**config.mk**
```make
export PLATFORM = sky130hd
export DESIGN_NAME = json_number_recognizer
export DESIGN_NICKNAME = d
export VERILOG_FILES = /design/src/sv/jnr_pkg.sv /design/src/sv/json_number_recognizer.sv /design/src/sv/jnr_front.sv /design/src/sv/jnr_back.sv
export SDC_FILE = /design/constraint.sdc
export NUM_CORES = 1
export LEC_CHECK = 0
export BUFFER_PORTS_ARGS = -buffer_cell sky130_fd_sc_hd__buf_4
export CORE_AREA = 2 2 58 65
export DETAILED_ROUTE_END_ITERATION = 10
export DIE_AREA = 0 0 60 67
export PLACE_DENSITY = 0.76
export SYNTH_ARGS = -nofsm -noshare
export SYNTH_HDL_FRONTEND = slang
export SYNTH_SLANG_ARGS = --single-unit
```
**constraint.sdc**
```tcl
create_clock -name clk -period 2.8 [get_ports clk]
set_input_delay 0.14 -clock clk [delete_from_list [all_inputs] [get_ports clk]]
set_output_delay 0.14 -clock clk [all_outputs]
set_load 0.05 [all_outputs]
```
**src/sv/jnr_pkg.sv**
```systemverilog
// Shared types and character constants for the JSON number recognizer.
package jnr_pkg;

  // Character codes the grammar cares about
  localparam logic [7:0] CH_MINUS = 8'h2D;
  localparam logic [7:0] CH_PLUS  = 8'h2B;
  localparam logic [7:0] CH_DOT   = 8'h2E;
  localparam logic [7:0] CH_EXP_L = 8'h65;
  localparam logic [7:0] CH_EXP_U = 8'h45;
  localparam logic [7:0] CH_ZERO  = 8'h30;
  localparam logic [7:0] CH_NINE  = 8'h39;

  // Depth of each of the two small queues
  localparam int unsigned QDEPTH = 2;

  // Character classes produced by the front end
  typedef enum logic [2:0] {
    CLS_ZERO,
    CLS_DIGIT,
    CLS_MINUS,
    CLS_PLUS,
    CLS_DOT,
    CLS_EXP,
    CLS_OTHER
  } cls_t;

  // Result status codes
  typedef enum logic [1:0] {
    ST_PART = 2'd0,
    ST_DONE = 2'd1,
    ST_BAD  = 2'd2
  } status_t;

  // Head of the classified-item queue, front to back
  typedef struct packed {
    logic valid;
    cls_t cls;
  } cls_item_t;

  // One result item
  typedef struct packed {
    status_t status;
    logic    is_negative;
    logic    has_fraction;
    logic    has_exponent;
  } res_t;

endpackage

```
**src/sv/json_number_recognizer.sv**
```systemverilog
// Top level of the JSON number recognizer: front end, back end and checks.
//
// Feed one character per item; each character gives exactly one result item:
// status 0 (character belongs to the number), 1 (number complete; this
// character ends it and is not part of it, so resend it as the start of
// whatever follows) or 2 (malformed). With status 1 the flags is_negative,
// has_fraction and has_exponent describe the number; otherwise they are 0.
// The block takes one character every cycle while full is low. The front end
// classifies the character into a two-entry queue, and the back end's state
// machine takes one class per cycle, while there is room, into a two-entry
// result queue, from whose head the output ports are driven. Either side
// may stall without stopping the other until its queue fills.
module json_number_recognizer import jnr_pkg::*; (
  input  logic       clk,
  input  logic       rst,
  input  logic       push,
  output logic       full,
  input  logic [7:0] char_code,
  output logic       empty,
  input  logic       pop,
  output logic [1:0] status,
  output logic       is_negative,
  output logic       has_fraction,
  output logic       has_exponent
);

  cls_item_t head;
  logic      cls_pop;
  res_t      res;

  jnr_front u_front (
    .clk       (clk),
    .rst       (rst),
    .push      (push),
    .char_code (char_code),
    .full      (full),
    .head      (head),
    .cls_pop   (cls_pop)
  );

  jnr_back u_back (
    .clk     (clk),
    .rst     (rst),
    .head    (head),
    .cls_pop (cls_pop),
    .empty   (empty),
    .pop     (pop),
    .res     (res)
  );

  assign status       = res.status;
  assign is_negative  = res.is_negative;
  assign has_fraction = res.has_fraction;
  assign has_exponent = res.has_exponent;

`ifndef NO_ASSERTIONS
  // Flags stay low unless the number completed
  a_flags_only_done: assert property (@(posedge clk) disable iff (rst)
    (!empty && status != ST_DONE) |-> (!is_negative && !has_fraction && !has_exponent))
    else $error("result flags set without a completed number");

  // Never show an undefined status code
  a_status_code: assert property (@(posedge clk) disable iff (rst)
    !empty |-> (status == ST_PART || status == ST_DONE || status == ST_BAD))
    else $error("undefined status code on result");

  // Back end only takes a class that is there
  a_pop_needs_item: assert property (@(posedge clk) disable iff (rst)
    cls_pop |-> head.valid)
    else $error("class taken from an empty queue");

  // Both queues come out of reset empty
  a_reset_empty: assert property (@(posedge clk)
    $past(rst) |-> (empty && !full))
    else $error("queues not empty after reset");
`endif

endmodule

```
**src/sv/jnr_front.sv**
```systemverilog
// Front end: accepts characters, classifies them and queues the classes.
module jnr_front import jnr_pkg::*; (
  input  logic       clk,
  input  logic       rst,
  input  logic       push,
  input  logic [7:0] char_code,
  output logic       full,
  output cls_item_t  head,
  input  logic       cls_pop
);

  cls_t       slots [QDEPTH];
  logic       rd_ptr;
  logic       wr_ptr;
  logic [1:0] count;
  logic [1:0] count_next;
  cls_t       cls_in;
  logic       accept;
  logic       take;

  // Classify the incoming character
  always_comb begin
    if (char_code == CH_ZERO) begin
      cls_in = CLS_ZERO;
    end else if (char_code > CH_ZERO && char_code <= CH_NINE) begin
      cls_in = CLS_DIGIT;
    end else if (char_code == CH_MINUS) begin
      cls_in = CLS_MINUS;
    end else if (char_code == CH_PLUS) begin
      cls_in = CLS_PLUS;
    end else if (char_code == CH_DOT) begin
      cls_in = CLS_DOT;
    end else if (char_code == CH_EXP_L || char_code == CH_EXP_U) begin
      cls_in = CLS_EXP;
    end else begin
      cls_in = CLS_OTHER;
    end
  end

  assign full   = (count == 2'(QDEPTH));
  assign accept = push && !full;
  assign take   = cls_pop && (count != 2'd0);

  // Track occupancy
  always_comb begin
    case ({accept, take})
      2'b10:   count_next = count + 2'd1;
      2'b01:   count_next = count - 2'd1;
      default: count_next = count;
    endcase
  end

  // Advance pointers and count
  always_ff @(posedge clk) begin
    if (rst) begin
      rd_ptr <= 1'b0;
      wr_ptr <= 1'b0;
      count  <= 2'd0;
    end else begin
      if (accept) begin
        wr_ptr <= ~wr_ptr;
      end
      if (take) begin
        rd_ptr <= ~rd_ptr;
      end
      count <= count_next;
    end
  end

  // Store the class of an accepted item
  always_ff @(posedge clk) begin
    if (accept) begin
      slots[wr_ptr] <= cls_in;
    end
  end

  assign head.valid = (count != 2'd0);
  assign head.cls   = slots[rd_ptr];

endmodule

```
**src/sv/jnr_back.sv**
```systemverilog
// Back end: grammar state machine and result queue.
module jnr_back import jnr_pkg::*; (
  input  logic      clk,
  input  logic      rst,
  input  cls_item_t head,
  output logic      cls_pop,
  output logic      empty,
  input  logic      pop,
  output res_t      res
);

  typedef enum logic [3:0] {
    PH_START   = 4'd0,
    PH_MINUS   = 4'd1,
    PH_ZERO    = 4'd2,
    PH_INT     = 4'd3,
    PH_DOT     = 4'd4,
    PH_FRAC    = 4'd5,
    PH_EXP     = 4'd6,
    PH_EXPSIGN = 4'd7,
    PH_EXPDIG  = 4'd8
  } phase_t;

  phase_t     phase;
  phase_t     phase_next;
  logic       negative_seen;
  logic       negative_seen_next;
  logic       fraction_seen;
  logic       fraction_seen_next;
  status_t    status_c;
  res_t       res_c;
  logic       is_dig;
  logic       step;

  res_t       slots [QDEPTH];
  logic       rd_ptr;
  logic       wr_ptr;
  logic [1:0] count;
  logic [1:0] count_next;
  logic       take;

  assign is_dig  = (head.cls == CLS_ZERO) || (head.cls == CLS_DIGIT);
  assign step    = head.valid && (count != 2'(QDEPTH));
  assign cls_pop = step;
  assign take    = pop && !empty;

  // Work out the next phase and status for the head item
  always_comb begin
    status_c           = ST_PART;
    phase_next         = phase;
    negative_seen_next = negative_seen;
    fraction_seen_next = fraction_seen;
    case (phase)
      PH_MINUS: begin
        if (head.cls == CLS_ZERO) begin
          phase_next = PH_ZERO;
        end else if (head.cls == CLS_DIGIT) begin
          phase_next = PH_INT;
        end else begin
          status_c = ST_BAD;
        end
      end
      PH_ZERO: begin
        if (is_dig) begin
          status_c = ST_BAD;
        end else if (head.cls == CLS_DOT) begin
          phase_next = PH_DOT;
        end else if (head.cls == CLS_EXP) begin
          phase_next = PH_EXP;
        end else begin
          status_c = ST_DONE;
        end
      end
      PH_INT: begin
        if (is_dig) begin
          phase_next = PH_INT;
        end else if (head.cls == CLS_DOT) begin
          phase_next = PH_DOT;
        end else if (head.cls == CLS_EXP) begin
          phase_next = PH_EXP;
        end else begin
          status_c = ST_DONE;
        end
      end
      PH_DOT: begin
        if (is_dig) begin
          phase_next         = PH_FRAC;
          fraction_seen_next = 1'b1;
        end else begin
          status_c = ST_BAD;
        end
      end
      PH_FRAC: begin
        if (is_dig) begin
          phase_next = PH_FRAC;
        end else if (head.cls == CLS_DOT) begin
          status_c = ST_BAD;
        end else if (head.cls == CLS_EXP) begin
          phase_next = PH_EXP;
        end else begin
          status_c = ST_DONE;
        end
      end
      PH_EXP: begin
        if (head.cls == CLS_PLUS || head.cls == CLS_MINUS) begin
          phase_next = PH_EXPSIGN;
        end else if (is_dig) begin
          phase_next = PH_EXPDIG;
        end else begin
          status_c = ST_BAD;
        end
      end
      PH_EXPSIGN: begin
        if (is_dig) begin
          phase_next = PH_EXPDIG;
        end else begin
          status_c = ST_BAD;
        end
      end
      PH_EXPDIG: begin
        if (is_dig) begin
          phase_next = PH_EXPDIG;
        end else if (head.cls == CLS_DOT || head.cls == CLS_EXP) begin
          status_c = ST_BAD;
        end else begin
          status_c = ST_DONE;
        end
      end
      default: begin
        if (head.cls == CLS_MINUS) begin
          phase_next         = PH_MINUS;
          negative_seen_next = 1'b1;
        end else if (head.cls == CLS_ZERO) begin
          phase_next = PH_ZERO;
        end else if (head.cls == CLS_DIGIT) begin
          phase_next = PH_INT;
        end else begin
          status_c = ST_BAD;
        end
      end
    endcase
  end

  // Build the result; flags only go out with a completed number
  always_comb begin
    res_c.status       = status_c;
    res_c.is_negative  = (status_c == ST_DONE) && negative_seen;
    res_c.has_fraction = (status_c == ST_DONE) && fraction_seen;
    res_c.has_exponent = (status_c == ST_DONE) && (phase == PH_EXPDIG);
  end

  // Hold grammar state; return to start after a done or bad result
  always_ff @(posedge clk) begin
    if (rst) begin
      phase         <= PH_START;
      negative_seen <= 1'b0;
      fraction_seen <= 1'b0;
    end else if (step) begin
      if (status_c == ST_PART) begin
        phase         <= phase_next;
        negative_seen <= negative_seen_next;
        fraction_seen <= fraction_seen_next;
      end else begin
        phase         <= PH_START;
        negative_seen <= 1'b0;
        fraction_seen <= 1'b0;
      end
    end
  end

  // Track result queue occupancy
  always_comb begin
    case ({step, take})
      2'b10:   count_next = count + 2'd1;
      2'b01:   count_next = count - 2'd1;
      default: count_next = count;
    endcase
  end

  // Advance result queue pointers
  always_ff @(posedge clk) begin
    if (rst) begin
      rd_ptr <= 1'b0;
      wr_ptr <= 1'b0;
      count  <= 2'd0;
    end else begin
      if (step) begin
        wr_ptr <= ~wr_ptr;
      end
      if (take) begin
        rd_ptr <= ~rd_ptr;
      end
      count <= count_next;
    end
  end

  // Store each result item
  always_ff @(posedge clk) begin
    if (step) begin
      slots[wr_ptr] <= res_c;
    end
  end

  assign empty = (count == 2'd0);
  assign res   = slots[rd_ptr];

endmodule
```
==> results of run 1 <==
==> metrics by stage <==
step                power, mW  std cells  worst slack (ns)  hold WS [ns]
floorplan               1.229        202            0.4026        0.3351
global placement        1.414        263            0.3303        0.4405
detailed placement      1.443        263            0.2759        0.4549
CTS                     1.776        271            0.2065        0.1008
global route            1.864        271           0.06548        0.1166
finish                  1.761        271            0.2015        0.1176
==> logic make-up (layout without fill, tap and decap cells) <==
group,count (synthesis),in the layout,synth area share [%]
AO/OA/AOI/OAI,48,48,17.58
XOR/XNOR,11,11,5.126
adder cells (fa/ha/maj),2,2,1.331
buffers and inverters,19,40,4.527
flip-flops,32,32,42.61
multiplexers,12,12,6.924
AND/OR/NAND/NOR,78,78,21.90
==> cell usage in the layout (no fill, tap or decap), types with 2 or more instances in the layout <==
cell and count:
a211oi_1 4, a21oi_1 13, a31oi_1 3, and2_1 3, and3_1 4, and3b_1 2
buf_4 27, clkbuf_4 5, dfxtp_1 16, edfxtp_1 16, ha_1 2, inv_1 4
mux2_2 8, mux2i_1 4, nand2_1 11, nand2b_1 2, nand3_1 6, nor2_1 20
nor2b_1 4, nor3_1 10, nor3b_1 4, nor4_1 3, o21ai_0 12, or3_1 4
xnor2_1 6, xor2_1 5
==> state kept, by name, indices dropped and copies added, names as in the netlist, named ones only <==
| signal | flops |
|---|---|
| u_back.count | 2 |
| u_back.rd_ptr | 1 |
| u_front.slots | 6 |
| u_front.rd_ptr | 1 |
| u_back.wr_ptr | 1 |
| u_back.negative_seen | 1 |
| u_front.count | 2 |
| u_front.wr_ptr | 1 |
| u_back.slots | 10 |
| u_back.fraction_seen | 1 |
| u_back.phase | 4 |
==> layout make-up <==
cell class / instances / area [um2]
clock buffers: 6 / 41.29
clock inverters: 2 / 35.03
fillers: 278 / 1179
inverters: 5 / 18.77
multi-input cells: 151 / 993.5
flip-flops and latches: 32 / 800.8
well taps: 48 / 60.06
repair buffers: 27 / 202.7
==> routing by layer <==
metal / routed length, um / part of all wire, % / vias to the layer above
li1: - / - / 795
met1: 1660 / 41 / 772
met2: 2065 / 50 / 73
met3: 257 / 6.3 / 15
met4: 111 / 2.7 / 0
met5: 0 / 0 / -
==> worst max-delay path, stage by stage (launching register included) <==
cell and delay, ns:
dfxtp_1 0.40, buf_4 0.20, nor4b_1 0.31, a21oi_1 0.13
and3_1 0.23, or4_1 0.61, or4b_1 0.51, a21oi_1 0.14
==> path summary, 6_finish.rpt <==
check,depth (start not counted),startpoint,slack [ns],to
hold / removal,2,rst,0.12,u_front.count[0]$_SDFFE_PP0P_
hold reg to reg,2,u_front.count[1]$_SDFFE_PP0P_,0.52,u_front.count[1]$_SDFFE_PP0P_
setup reg to reg,7,register,0.20,u_back.phase[2]$_SDFFE_PP0P_
setup / recovery,7,register,0.20,u_back.phase[2]$_SDFFE_PP0P_
==> power by group through the flow <==
| stage | combinational, mW | sequential (mW) | clock [mW] |
|---|---|---|---|
| floorplan | 0.566 | 0.663 | 0 |
| global placement | 0.731 | 0.682 | 0 |
| detailed placement | 0.752 | 0.691 | 0 |
| CTS | 0.756 | 0.680 | 0.340 |
| global route | 0.813 | 0.693 | 0.358 |
| finish | 0.750 | 0.680 | 0.331 |
==> results.md, run 1 <==
* GR Overflow Total at 0
* Avg WL per Cell at between 15 and 20 um
* EDFF count, synth at 16
* Via count at 1655
* Final TNS setup at 0 ns
* Initial Util at 56.42%
* Vias in the first global route at approximately 1600
* Met2 usage at 39.13%
* M1 GR Usage at 27.95%
* Area growth, synth to finish at 14.51%
* Post-synth top area cell: edfxtp_1
* Number of diodes at 0
* Number of port buffers at 18
* Pwr Density at between 800 and 900 nW/um2
* Largest net degree at the start of global routing at 18
* Slew Viols, Final at 0
* TritonRoute pass-1 iters at 4
* Die Ht at ~67 um
* Syn Area/Cell at between 9 and 10 um2
* Critical path required time at roughly 3.1 ns
* Unrepaired setup endpoints after global routing: no
* Final hold violations at 0
* Std cell rows at 22
* Layout cells sized above 1 at between 10% and 20%
* Synthesized Nets at about 220
* CTS root buf: clkbuf_4
* Cells after synthesis at 202
* Max Cap Violations at 0
* Vias/cell at 6.107
* Sequential share of the synthesized area at 42.61%
* First-pass GRT wire length at approximately 7000 um
* Crit. End Element: register
* Clock slew seen by the registers of the worst setup and hold paths at roughly 0.090 ns
* Detail Placement HPWL at around 3100 um
* Total CTS buffers at 5
* Fmax at slightly below 0.4 GHz
* Synth Warn # at 0
* Switching power at 678.4 uW
* Peak VDD IR at approximately 0.57 mV
* Synth Register Bits at 32
* Nets at roughly 240
* Async SR Flop Fraction at 0%
* Post-CTS setup buffer count at 0
* Fin area at 2152 um2
* Dominant synthesized flop cell: edfxtp_1
* Placer Congestion at 0.9324
* DRT iter0 DRCs at between 100 and 150
* Minimum clock period after layout at between 2 and 3 ns
* Die width at about 60 um
* Clk buf depth at 2
* Combinational share of power at 42.6%
* Switch share at 38.52%
* Routed Antenna Nets at 0
* Worst hold path type: input port to register
* Area share of the largest cell type after synthesis at ~26%
* Clock power frac at a little under a fifth
* Fin util at ~65%
* GRT Util Overall at 23.19%
* Die area at around 4000 um2
* Post-CTS Hold Buffers at 0
* DRC at 0
* Worst Skew at 0.005588 ns
* Commonest cells in the netlist: nor2_1 (20), dfxtp_1 (16), edfxtp_1 (16)
* P_leak at between 0.7 and 0.8 nW
* Cell area after synthesis at 1879 um2
* Crit path kind: register to register
* Arr. time, crit path at 2.85 ns
* Area of the core at 3331 um2
* Seq pwr share at 38.6%
* Max_slew headroom at between 50% and 60%
* Most numerous cell in the Yosys netlist: nor2_1
* Clk_lat worst skew at roughly 0.32 ns
* Outcome: finished, final reports clean
* Post-cts sizing count at 0
* Worst-path maximum fanout at 8
* Synth unique cells at 49
* CTS Sinks at 32
* Final period util at roughly 93%
* Busiest grt layer: met2
* Setup-failing EPs final at 0
* Initial antenna violation count at 0
* IO Count at 19
* CTS tree: done
* Int Power at between 1 and 1.5 mW
* Met3 Resource Use GR at under 10%
* Worst-margin pin slew at 0.6238 ns
* H-tree depth at 2
* Final WL at just over 4000 um
* Placed Area at between 2000 and 2500 um2
* Startpoint Class: register
* Synth area leaders: edfxtp_1 (26%), dfxtp_1 (17%), mux2_2 (4.8%)
No activity file was read; power rests on OpenSTA's default activity.
==> run 2, diff against run 1 <==
--- a/config.mk
+++ b/config.mk
@@ -7,6 +7,7 @@
 export LEC_CHECK = 0
 export BUFFER_PORTS_ARGS = -buffer_cell sky130_fd_sc_hd__buf_4
 export CORE_AREA = 2 2 58 65
+export CTS_BUF_LIST = sky130_fd_sc_hd__clkbuf_16
 export DETAILED_ROUTE_END_ITERATION = 10
 export DIE_AREA = 0 0 60 67
 export PLACE_DENSITY = 0.76
==> results.md, run 2 (same netlist as run 1, synthesis figures left out) <==
* Final WL at between 4000 and 5000 um
* Biggest register: u_back.slots
* Number of port buffers at 18
* H-tree depth at 2
* Max reg flops at 10
* Std cell rows at 22
* CTS tree: done
* CTS Sinks at 32
* Final TNS setup at 0 ns
* Reg2Reg Setup Slack at ~0.2 ns
* Final period util at 92.88%
* Max_slew headroom at a little under three fifths
* First-pass GRT wire length at between 7000 and 8000 um
* CTS root buf: clkbuf_16
* Nets at around 240
* DRC at 0
* Max Cap Violations at 0
* Clk buf depth at 2
* Commonest cells after routing, fill and taps aside: buf_4 (27), nor2_1 (20), dfxtp_1 (16), edfxtp_1 (16), a21oi_1 (13)
* Critical path required time at 3.00 ns
* Placer Congestion at 0.9324
* Worst-margin pin slew at about 0.66 ns
* Pre-CTS setup slack at approximately 0.28 ns
* Pwr Density at between 900 and 1000 nW/um2
* P_leak at between 0.8 and 0.9 nW
* Die Ht at between 60 and 70 um
* GR Overflow Total at 0
* Slew Viols, Final at 0
* Worst-path maximum fanout at 8
* Area growth, synth to finish at 19.17%
* Area occupied by multi-input gates at between 900 and 1000 um2
* Outcome: finished, final reports clean
* Worst Reg2Reg Path Length in Cells at 7
* Post-route worst setup slack at 0.1993 ns
* # fillers at between 200 and 300
* M1 GR Usage at between 20% and 30%
* Routed Antenna Nets at 0
* Detail Placement HPWL at slightly above 3000 um
* Arr. time, crit path at 2.80 ns
* Top Registers: u_back.slots x10, u_front.slots x6, u_back.phase x4
* Post-cts sizing count at 0
* IO Count at 19
* Vias in the first global route at around 1600
* Number of diodes at 0
* CP endpoint: u_back.phase[2]$_SDFFE_PP0P_
* Register cell area after layout at 800.8 um2
* Via count at approximately 1600
* Clk_lat worst skew at between 0.2 and 0.3 ns
* Met2 usage at roughly two fifths
* Layout cells sized above 1 at approximately a fifth
* Startpoint Class: register
* Worst Skew at ~0.0034 ns
* Final hold violations at 0
* Commonest non-fill, non-tap cell in the layout: buf_4
* Vias/cell at slightly above 6
* Largest net degree at the start of global routing at 18
* Area of the core at around 3300 um2
* Initial antenna violation count at 0
* Setup-failing EPs final at 0
* FF-to-FF End: u_back.phase[2]$_SDFFE_PP0P_
* Post-CTS Hold Buffers at 0
* Met3 Resource Use GR at 5.049%
* Clock slew seen by the registers of the worst setup and hold paths at about 0.05 ns
* Initial Util at between 50 and 60%
* GRT Util Overall at between 20% and 30%
* Crit. End Element: register
* Post-CTS setup buffer count at 0
* DRT iter0 DRCs at between 80 and 90
* Busiest grt layer: met2
* Avg WL per Cell at between 15 and 20 um
* Unrepaired setup endpoints after global routing: no
* Worst hold path type: input port to register
* TritonRoute pass-1 iters at 6
* Die width at around 60 um
* Total CTS buffers at 5
* Fmax at 0.3845 GHz
* Peak VDD IR at approximately 0.57 mV
* Minimum clock period after layout at 2.601 ns
* Die area at 4020 um2
* Crit path kind: register to register
run 2: worst min path at each step:
stage                            start                            end  slack [ns]  cells after the start
final                              rst  u_front.count[0]$_SDFFE_PP0P_        0.18                      2
after global routing               rst                       register        0.19                      2
after CTS                          rst   u_back.phase[3]$_SDFFE_PP0P_        0.17                      2
after detailed placement           rst   u_back.phase[3]$_SDFFE_PP0P_        0.45                      2
after global placement             rst   u_back.phase[3]$_SDFFE_PP0P_        0.44                      2
after floorplan           char_code[7]  u_front.slots[0][2]$_DFFE_PP_        0.34                      2
run 2: area by class of cell:
type,instances,share of cell area (%)
Sequential cell,32,35.75
Clock inverter,3,1.732
Inverter,5,0.8380
Multi-Input combinational cell,151,44.36
Clock buffer,5,5.587
Timing Repair Buffer,27,9.050
Tap cell,48,2.682
run 2: worst max-delay path, stage by stage, from the launching register on:
cell and delay, ns:
dfxtp_1 0.39, buf_4 0.20, nor4b_1 0.31, a21oi_1 0.13
and3_1 0.23, or4_1 0.63, or4b_1 0.52, a21oi_1 0.14
run 2: per-stage QoR:
stage,power (mW),hold slack (ns),area [um2],instances,utilization (%)
final,2.025,0.1810,2240,271,67.24
after global placement,1.414,0.4405,2076,263,62.32
after floorplan,1.229,0.3351,1879,202,-
after CTS,2.039,0.1722,2240,271,67.24
after detailed placement,1.443,0.4549,2076,263,62.32
after global routing,2.126,0.1934,2240,271,67.24
run 2: power by group:
group / leakage [nW] / internal [mW] / switching, mW
clock network: 0.0850 / 0.413 / 0.173
registers: 0.271 / 0.609 / 0.0758
logic: 0.462 / 0.289 / 0.465
run 2: routing by layer:
layer  up-vias  wire [um]
li1        794          -
met1       782       1753
met2        62       2190
met3        10        221
met4         0         73
met5         -          0
